File: config.mk
export PLATFORM = sky130hd
export DESIGN_NAME = fat_chain_seek
export DESIGN_NICKNAME = d
export VERILOG_FILES = /design/src/rtl/core/fcs_pkg.sv /design/src/rtl/core/fat_chain_seek.sv
export SDC_FILE = /design/constraint.sdc
export NUM_CORES = 2
export LEC_CHECK = 0
export BUFFER_PORTS_ARGS = -buffer_cell sky130_fd_sc_hd__buf_2
export CAP_MARGIN = 25
export CORE_ASPECT_RATIO = 0.5
export CORE_MARGIN = 2
export CORE_UTILIZATION = 35
export CTS_CLUSTER_SIZE = 30
export DETAILED_ROUTE_END_ITERATION = 10
export HOLD_SLACK_MARGIN = 0.08
export PLACE_DENSITY_LB_ADDON = 0.3
export SKIP_LAST_GASP = 1
export SLEW_MARGIN = 10
export SYNTH_ARGS = -nofsm -noshare
export SYNTH_HDL_FRONTEND = slang
export SYNTH_SLANG_ARGS = --single-unit
File: constraint.sdc
create_clock -name clk_i -period 13.1 [get_ports clk_i]
set_input_delay 0.655 -clock clk_i [delete_from_list [all_inputs] [get_ports clk_i]]
set_output_delay 0.655 -clock clk_i [all_outputs]
set_load 0.03 [all_outputs]
File: src/rtl/core/fcs_pkg.sv
// fcs_pkg: shared constants for the allocation-table chain walker
// command and status codes, table end codes, field widths
// no dependencies
package fcs_pkg;

  localparam int unsigned MAX_CHAIN_DEF = 256;

  // packed stream widths
  localparam int unsigned IN_W  = 64;
  localparam int unsigned OUT_W = 64;

  // chain length counter, holds 0..256
  localparam int unsigned LEN_W = 9;

  localparam logic [1:0] CMD_WRITE = 2'd0;
  localparam logic [1:0] CMD_OPEN  = 2'd1;
  localparam logic [1:0] CMD_SEEK  = 2'd2;

  localparam logic [1:0] STAT_OK    = 2'd0;
  localparam logic [1:0] STAT_RANGE = 2'd1;
  localparam logic [1:0] STAT_CHAIN = 2'd2;

  localparam logic [7:0] LAST_BLOCK_CODE = 8'hbf;
  localparam logic [7:0] END_CODE_LOW    = 8'hc1;
  localparam logic [7:0] END_CODE_HIGH   = 8'hc8;

  localparam logic [7:0] SECTOR_BYTES    = 8'd255;
  localparam logic [4:0] ODD_SECTOR_BASE = 5'd8;

endpackage

File: src/rtl/core/fat_chain_seek.sv
// fat_chain_seek: allocation table, chain walk on open, offset to sector on seek
// holds the allocation table and the chain list in two synchronous memories
// depends on fcs_pkg
//
// channel   dir  width  fields (lowest bit first)
// s_axis    in   64     command, table_index, table_value, first_block,
//                       last_bytes, file_offset
// m_axis    out  64     status, block_number, track_number, sector_number,
//                       byte_in_sector, size_of_file, chain_length
//
// table write and unused command: accepted in IDLE, then PLAIN sends the result
// seek: quotient estimate, correction, chain list read, sector math
// open: each chain step passes WALK and WAIT (alloc table read), at most MAX_CHAIN steps, then OFIN
// reset clears control and the file registers; memory contents are undefined
// a held result stalls the block in its final state; a new item is taken only when idle
module fat_chain_seek #(
  parameter int unsigned MAX_CHAIN = fcs_pkg::MAX_CHAIN_DEF
) (
  input  logic                     clk_i,
  input  logic                     rst_ni,
  input  logic                     s_axis_tvalid_i,
  output logic                     s_axis_tready_o,
  // command[1:0] table_index[9:2] table_value[17:10] first_block[25:18]
  // last_bytes[41:26] file_offset[61:42], zero above
  input  logic [fcs_pkg::IN_W-1:0] s_axis_tdata_i,
  output logic                     m_axis_tvalid_o,
  input  logic                     m_axis_tready_i,
  // status[1:0] block_number[9:2] track_number[16:10] sector_number[21:17]
  // byte_in_sector[29:22] size_of_file[49:30] chain_length[58:50], zero above
  output logic [fcs_pkg::OUT_W-1:0] m_axis_tdata_o
);

  localparam int unsigned CL_AW = (MAX_CHAIN > 1) ? $clog2(MAX_CHAIN) : 1;
  localparam int unsigned LEN_W = fcs_pkg::LEN_W;

  localparam logic [2:0] ST_IDLE   = 3'd0;
  localparam logic [2:0] ST_PLAIN  = 3'd1;
  localparam logic [2:0] ST_WALK   = 3'd2;
  localparam logic [2:0] ST_WAIT   = 3'd3;
  localparam logic [2:0] ST_OFIN   = 3'd4;
  localparam logic [2:0] ST_SK_IDX = 3'd5;
  localparam logic [2:0] ST_SK_CHK = 3'd6;
  localparam logic [2:0] ST_SK_OUT = 3'd7;

  // input fields
  logic [1:0]  in_cmd;
  logic [7:0]  in_tidx;
  logic [7:0]  in_tval;
  logic [7:0]  in_first;
  logic [15:0] in_lbytes;
  logic [19:0] in_offset;

  assign in_cmd    = s_axis_tdata_i[1:0];
  assign in_tidx   = s_axis_tdata_i[9:2];
  assign in_tval   = s_axis_tdata_i[17:10];
  assign in_first  = s_axis_tdata_i[25:18];
  assign in_lbytes = s_axis_tdata_i[41:26];
  assign in_offset = s_axis_tdata_i[61:42];

  logic [2:0]       state_q, state_d;
  logic [LEN_W-1:0] count_q, count_d;
  logic [3:0]       lsc_q, lsc_d;
  logic [19:0]      size_q, size_d;
  logic [LEN_W-1:0] steps_q, steps_d;
  logic [7:0]       next_q, next_d;
  logic [15:0]      lbytes_q, lbytes_d;
  logic [19:0]      offset_q, offset_d;
  logic [9:0]       idx_q, idx_d;
  logic [7:0]       rmod_q, rmod_d;
  logic             bad_q, bad_d;

  logic             out_valid_q, out_valid_d;
  logic [1:0]       o_status_q, o_status_d;
  logic [7:0]       o_block_q, o_block_d;
  logic [6:0]       o_track_q, o_track_d;
  logic [4:0]       o_sector_q, o_sector_d;
  logic [7:0]       o_byte_q, o_byte_d;
  logic [19:0]      o_size_q, o_size_d;
  logic [LEN_W-1:0] o_len_q, o_len_d;

  logic in_xfer;
  logic out_free;

  assign s_axis_tready_o = (state_q == ST_IDLE);
  assign in_xfer         = s_axis_tvalid_i && s_axis_tready_o;
  assign out_free        = !out_valid_q || m_axis_tready_i;

  // memory ports
  logic             alloc_we;
  logic             alloc_re;
  logic [7:0]       alloc_raddr;
  logic [7:0]       alloc_rdata_q;
  logic             chain_we;
  logic             chain_re;
  logic [CL_AW-1:0] chain_waddr;
  logic [CL_AW-1:0] chain_raddr;
  logic [7:0]       chain_rdata_q;

  logic [7:0] alloc_mem [256];
  logic [7:0] chain_mem [MAX_CHAIN];

  // table writes and open reads never overlap: the block runs one command at a time
  always_ff @(posedge clk_i) begin
    if (alloc_we) begin
      alloc_mem[in_tidx] <= in_tval;
    end
    if (alloc_re) begin
      alloc_rdata_q <= alloc_mem[alloc_raddr];
    end
  end

  always_ff @(posedge clk_i) begin
    if (chain_we) begin
      chain_mem[chain_waddr] <= next_q;
    end
    if (chain_re) begin
      chain_rdata_q <= chain_mem[chain_raddr];
    end
  end

  // offset/8 divided by 255: estimate with *257/65536, one correction step later
  logic [16:0] off_hi;
  logic [25:0] q_prod;
  logic [9:0]  q_est;

  assign off_hi = in_offset[19:3];
  assign q_prod = {9'b0, off_hi} + {1'b0, off_hi, 8'b0};
  assign q_est  = q_prod[25:16];

  logic [17:0] q_mul;
  logic [17:0] r_full;
  logic [8:0]  r_est;

  assign q_mul  = {idx_q, 8'b0} - {8'b0, idx_q};
  assign r_full = {1'b0, offset_q[19:3]} - q_mul;
  assign r_est  = r_full[8:0];

  // position within the block split into sector and byte
  logic [10:0] rem;
  logic [19:0] s_prod;
  logic [3:0]  s_est;
  logic [11:0] s_mul;
  logic [11:0] b_full;
  logic        s_fix;
  logic [3:0]  s_idx;
  logic [7:0]  b_val;

  assign rem    = {rmod_q, offset_q[2:0]};
  assign s_prod = {9'b0, rem} + {1'b0, rem, 8'b0};
  assign s_est  = s_prod[19:16];
  assign s_mul  = {s_est, 8'b0} - {8'b0, s_est};
  assign b_full = {1'b0, rem} - s_mul;
  assign s_fix  = (b_full >= {4'b0, fcs_pkg::SECTOR_BYTES});
  assign s_idx  = s_fix ? (s_est + 4'd1) : s_est;
  assign b_val  = s_fix ? 8'(b_full - {4'b0, fcs_pkg::SECTOR_BYTES}) : b_full[7:0];

  // open result
  logic        walk_go;
  logic        open_fail;
  logic [8:0]  steps_m1;
  logic [3:0]  lsc_m1;
  logic [19:0] blk_part;
  logic [11:0] sec_part;
  logic [19:0] new_size;

  assign walk_go   = (next_q <= fcs_pkg::LAST_BLOCK_CODE) && (steps_q < LEN_W'(MAX_CHAIN));
  assign open_fail = (steps_q == '0) || (next_q <= fcs_pkg::LAST_BLOCK_CODE) ||
                     (next_q < fcs_pkg::END_CODE_LOW) || (next_q > fcs_pkg::END_CODE_HIGH);
  assign steps_m1  = 9'(steps_q - LEN_W'(1));
  assign lsc_m1    = next_q[3:0] - 4'd1;
  assign blk_part  = {steps_m1, 11'b0} - {8'b0, steps_m1, 3'b0};
  assign sec_part  = {lsc_m1, 8'b0} - {8'b0, lsc_m1};
  assign new_size  = blk_part + {8'b0, sec_part} + {4'b0, lbytes_q};

  always_comb begin
    state_d     = state_q;
    count_d     = count_q;
    lsc_d       = lsc_q;
    size_d      = size_q;
    steps_d     = steps_q;
    next_d      = next_q;
    lbytes_d    = lbytes_q;
    offset_d    = offset_q;
    idx_d       = idx_q;
    rmod_d      = rmod_q;
    bad_d       = bad_q;
    out_valid_d = out_valid_q && !m_axis_tready_i;
    o_status_d  = o_status_q;
    o_block_d   = o_block_q;
    o_track_d   = o_track_q;
    o_sector_d  = o_sector_q;
    o_byte_d    = o_byte_q;
    o_size_d    = o_size_q;
    o_len_d     = o_len_q;
    alloc_we    = 1'b0;
    alloc_re    = 1'b0;
    alloc_raddr = next_q + 8'd1;
    chain_we    = 1'b0;
    chain_re    = 1'b0;
    chain_waddr = steps_q[CL_AW-1:0];
    chain_raddr = idx_q[CL_AW-1:0];

    unique case (state_q)
      ST_IDLE: begin
        if (in_xfer) begin
          lbytes_d = in_lbytes;
          offset_d = in_offset;
          next_d   = in_first;
          steps_d  = '0;
          idx_d    = q_est;
          unique case (in_cmd)
            fcs_pkg::CMD_WRITE: begin
              alloc_we = 1'b1;
              state_d  = ST_PLAIN;
            end
            fcs_pkg::CMD_OPEN: state_d = ST_WALK;
            fcs_pkg::CMD_SEEK: state_d = ST_SK_IDX;
            default:           state_d = ST_PLAIN;
          endcase
        end
      end
      ST_PLAIN: begin
        if (out_free) begin
          out_valid_d = 1'b1;
          o_status_d  = fcs_pkg::STAT_OK;
          o_block_d   = '0;
          o_track_d   = '0;
          o_sector_d  = '0;
          o_byte_d    = '0;
          o_size_d    = size_q;
          o_len_d     = count_q;
          state_d     = ST_IDLE;
        end
      end
      ST_WALK: begin
        if (walk_go) begin
          chain_we = 1'b1;
          alloc_re = 1'b1;
          steps_d  = steps_q + LEN_W'(1);
          state_d  = ST_WAIT;
        end else begin
          state_d = ST_OFIN;
        end
      end
      ST_WAIT: begin
        next_d  = alloc_rdata_q;
        state_d = ST_WALK;
      end
      ST_OFIN: begin
        if (out_free) begin
          if (open_fail) begin
            count_d    = '0;
            size_d     = '0;
            o_status_d = fcs_pkg::STAT_CHAIN;
            o_size_d   = '0;
          end else begin
            count_d    = steps_q;
            lsc_d      = next_q[3:0];
            size_d     = new_size;
            o_status_d = fcs_pkg::STAT_OK;
            o_size_d   = new_size;
          end
          out_valid_d = 1'b1;
          o_block_d   = '0;
          o_track_d   = '0;
          o_sector_d  = '0;
          o_byte_d    = '0;
          o_len_d     = steps_q;
          state_d     = ST_IDLE;
        end
      end
      ST_SK_IDX: begin
        if (r_est >= {1'b0, fcs_pkg::SECTOR_BYTES}) begin
          idx_d  = idx_q + 10'd1;
          rmod_d = 8'(r_est - {1'b0, fcs_pkg::SECTOR_BYTES});
        end else begin
          rmod_d = r_est[7:0];
        end
        state_d = ST_SK_CHK;
      end
      ST_SK_CHK: begin
        bad_d    = (offset_q > size_q) || (idx_q >= {1'b0, count_q});
        chain_re = (idx_q < {1'b0, count_q});
        state_d  = ST_SK_OUT;
      end
      ST_SK_OUT: begin
        if (out_free) begin
          out_valid_d = 1'b1;
          o_size_d    = size_q;
          o_len_d     = count_q;
          if (bad_q) begin
            o_status_d = fcs_pkg::STAT_RANGE;
            o_block_d  = '0;
            o_track_d  = '0;
            o_sector_d = '0;
            o_byte_d   = '0;
          end else begin
            o_status_d = fcs_pkg::STAT_OK;
            o_block_d  = chain_rdata_q;
            o_track_d  = chain_rdata_q[7:1];
            o_sector_d = {1'b0, s_idx} + 5'd1 +
                         (chain_rdata_q[0] ? fcs_pkg::ODD_SECTOR_BASE : 5'd0);
            o_byte_d   = b_val;
          end
          state_d = ST_IDLE;
        end
      end
      default: state_d = ST_IDLE;
    endcase
  end

  always_ff @(posedge clk_i or negedge rst_ni) begin
    if (!rst_ni) begin
      state_q     <= ST_IDLE;
      count_q     <= '0;
      lsc_q       <= '0;
      size_q      <= '0;
      steps_q     <= '0;
      out_valid_q <= 1'b0;
    end else begin
      state_q     <= state_d;
      count_q     <= count_d;
      lsc_q       <= lsc_d;
      size_q      <= size_d;
      steps_q     <= steps_d;
      out_valid_q <= out_valid_d;
    end
  end

  always_ff @(posedge clk_i) begin
    next_q     <= next_d;
    lbytes_q   <= lbytes_d;
    offset_q   <= offset_d;
    idx_q      <= idx_d;
    rmod_q     <= rmod_d;
    bad_q      <= bad_d;
    o_status_q <= o_status_d;
    o_block_q  <= o_block_d;
    o_track_q  <= o_track_d;
    o_sector_q <= o_sector_d;
    o_byte_q   <= o_byte_d;
    o_size_q   <= o_size_d;
    o_len_q    <= o_len_d;
  end

  assign m_axis_tvalid_o = out_valid_q;
  assign m_axis_tdata_o  = {5'b0, o_len_q, o_size_q, o_byte_q, o_sector_q,
                            o_track_q, o_block_q, o_status_q};

  a_count_max: assert property (@(posedge clk_i) disable iff (!rst_ni)
    count_q <= LEN_W'(MAX_CHAIN))
    else $error("chain count above the chain limit");

  a_steps_max: assert property (@(posedge clk_i) disable iff (!rst_ni)
    steps_q <= LEN_W'(MAX_CHAIN))
    else $error("walk step counter above the chain limit");

  a_open_commit: assert property (@(posedge clk_i) disable iff (!rst_ni)
    (state_q == ST_OFIN && out_free && !open_fail) |=>
      (count_q == $past(steps_q) && size_q == o_size_q && m_axis_tvalid_o))
    else $error("open result and file registers disagree");

  a_seek_sector: assert property (@(posedge clk_i) disable iff (!rst_ni)
    (state_q == ST_SK_OUT && out_free && !bad_q) |=>
      (o_sector_q != 5'd0 && o_byte_q != 8'd255 && o_track_q == o_block_q[7:1]))
    else $error("seek produced a sector or byte out of range");

  a_no_accept_busy: assert property (@(posedge clk_i) disable iff (!rst_ni)
    (state_q == ST_WALK || state_q == ST_WAIT) |-> !in_xfer)
    else $error("transfer accepted during a chain walk");

  // last sector count is zero after reset, else taken from an end code
  a_lsc_range: assert property (@(posedge clk_i) disable iff (!rst_ni)
    lsc_q <= 4'd8)
    else $error("last sector count outside the end code range");

endmodule

==> impl_metrics.tcl <==
set metrics [dict create \
    outcome "complete, no violations" \
    nets 8147 \
    tritoncts "built" \
    synth_top_area_cell "edfxtp_1" \
    worst_slack_ps 6720 \
    critical_path_class "reg -> reg" \
    hold_viol_final 0 \
    io_pins 134 \
    min_path_type "in -> async" \
    synth.area.top_cells "edfxtp_1, mux4_2, nor2_1, ha_1, dfrtp_1" \
    vias 77600 \
    ys_ff_latch 4269 \
    dp.cells 13900 \
    syn_avg_cell_area_um2 22.2 \
    yosys.cell_types.count 64 \
    start_kind "flip-flop" \
    r2r_end "alloc_rdata_q[1]" \
    dpl-instance-area_um2 177000 \
    power_density_nw_per_um2 206 \
    area_growth_pct 13.2 \
    cts_setup_buffers 0 \
    avgRoutedWirePerCell_um 27.4 \
    grt_overflow 0 \
    dpl_worst_slack_ps 6190 \
    routabilityCongestion 0.790 \
    grt_pass1_wl_um 579000 \
    die_area_um2 489000 \
    routed_via_density 5.27 \
    insertion_delay_ps 960 \
    cts_sinks 4269 \
    final_layout_size_suffix_gt1_share_pct 26.9 \
    io_buffers 126 \
    antenna_left 0 \
    rows 180 \
    fin_crit_ps 6380 \
    drt_first_iter_violations 8012 \
    synth_top_cell_area_share_pct 75.1 \
    fin_setup_tns_ps 0 \
    synth_ff_type "edfxtp_1" \
    max_freq_mhz 157 \
    maxSlewViolCount 0 \
    drc_errors 0 \
    synthArstFlopShare_pct 0.984 \
    ctsLongestPathBuffers 4 \
    core_um2 481000 \
    die_w_um 987 \
    wl_um 404000 \
    period_share_pct 48.7 \
    clk_pin_slew_ps 60 \
    numCtsBuffers 399 \
    root_buffer "clkbuf_16" \
    antenna_found_initial 11 \
    design_area_um2 191000 \
    ir_worst_vdd_v 0.000250 \
    fin_cells 14700 \
    rsz0062_at_grt "false" \
    crit_arrival_ps 7040 \
    first_pass_iters 6 \
    slew_headroom_pct 20.5 \
    cp.required_ps 13750 \
    syn-cell-area_um2 169000 \
    finish.utilization_pct 39.8 \
    synth_edf_count 4227 \
    first_global_vias 78600 \
    grt_usage_pct 16.1 \
    cap_violations 0 \
    start_util_pct 35.1 \
    grt_max_degree 217 \
    reg2reg_from "next_q[0]" \
    path_max_fanout 89 \
    die_h_um 495 \
    netlist_instances 7627 \
    hpwl_um 237000 \
    ys_warn_count 0 \
    cts_resized 0 \
    tightest_slew_ps 1190 \
    cp-end-kind "flip-flop" \
    finalSetupViolCount 0 \
    synth-seq-area-share_pct 75.7 \
    r2r.worst_path.cells 9 \
    fin_worst_skew_ps 66.1 \
    h-tree-depth 5 \
    r2r_slack_ps 6720 \
    leakagePower_nw 58.7 \
]
-- through the flow --
stage	hold WS, ps	total power [mW]
finish	140	39.3
detailed placement	503	27.9
global placement	490	27.8
global route	130	40.7
floorplan	359	24.0
CTS	100	39.7
-- worst max-delay path by stage --
stage,end,depth (start not counted),from,slack [ps]
finish,alloc_rdata_q[1],9,next_q[0],6720
global route,alloc_rdata_q[4],9,next_q[0],6240
CTS,alloc_rdata_q[4],11,next_q[1],6170
detailed placement,alloc_rdata_q[4],11,next_q[1],6190
global placement,alloc_rdata_q[4],11,next_q[1],6310
floorplan,o_size_q[18],24,next_q[0],4030
-- sequential cells by signal, indices dropped and copies added, names as in the netlist, 9 cells and up --
name,cells
alloc_mem,2048
chain_mem,2048
o_size_q,20
offset_q,20
size_q,20
lbytes_q,16
idx_q,10
count_q,9
o_len_q,9
steps_q,9
-- layer usage --
metal	GRT usage, %	vias up	share of wire, %
li1	-	32500	-
met1	23.2	42400	44
met2	26.2	2218	48
met3	2.39	472	5.7
met4	3.65	6	2.3
met5	0	-	0.0087
-- timing repair --
action / CTS / global route
endpoints found under the hold margin: 87 / 0
endpoints found under the setup margin: 0 / 0
hold buffers: 46 / 0
-- cell type report --
type                    count  area (um^2)
multi-input cells        2830        39000
inverters                 126          480
repair buffers            308         2630
flip-flops and latches   4269       128000
fillers                 42100       290000
well taps                6461         8080
diodes                      3         7.51
clock buffers             481        10500
clock inverters           249         2620
-- synth_stat cells, types with 47 or more instances --
| cell type | n |
|---|---|
| edfxtp_1 | 4227 |
| mux4_2 | 1339 |
| nor2_1 | 587 |
| clkbuf_1 | 227 |
| nand2_1 | 179 |
| ha_1 | 134 |
| inv_1 | 121 |
| buf_2 | 114 |
| o21ai_0 | 82 |
| nand3_1 | 78 |
| xnor2_1 | 53 |
| a21oi_1 | 47 |
-- power breakdown --
part | leakage (nW) | switching (mW) | total (mW) | internal, mW
Clock | 6.40 | 5.10 | 11.9 | 6.75
Combinational | 13.7 | 6.66 | 11.4 | 4.74
Sequential | 38.6 | 0.163 | 16.1 | 15.9
-- worst max-delay path, cell delays in order (launching register included) --
cell,delay [ps]
edfxtp_1,610
buf_12,610
buf_4,840
buf_4,690
buf_4,640
mux4_2,610
mux4_2,580
mux4_2,590
a22oi_1,570
nand2_1,120
-- cells by family after synthesis --
group,after synthesis,share of synthesized area [%]
compound gates,243,0.911
mux,1359,18.0
other cells,1,0.00222
simple gates,985,2.46
xor+xnor,93,0.490
buf+inv,532,1.31
flops,4269,75.7
fa+ha+maj,145,1.12
-- layout by cell type, fill, tap and decap left out, types with 67 or more instances in the layout --
cell type  instances
clkinv_2          67
clkbuf_16        410
inv_1            121
mux4_2          1339
nand3_1           72
buf_2            118
clkinv_1          94
clkbuf_1          71
o21ai_0           82
ha_1             133
nor2_1           585
nand2_1          170
buf_4            103
edfxtp_1        4227
No activity file was read; power rests on OpenSTA's default activity.
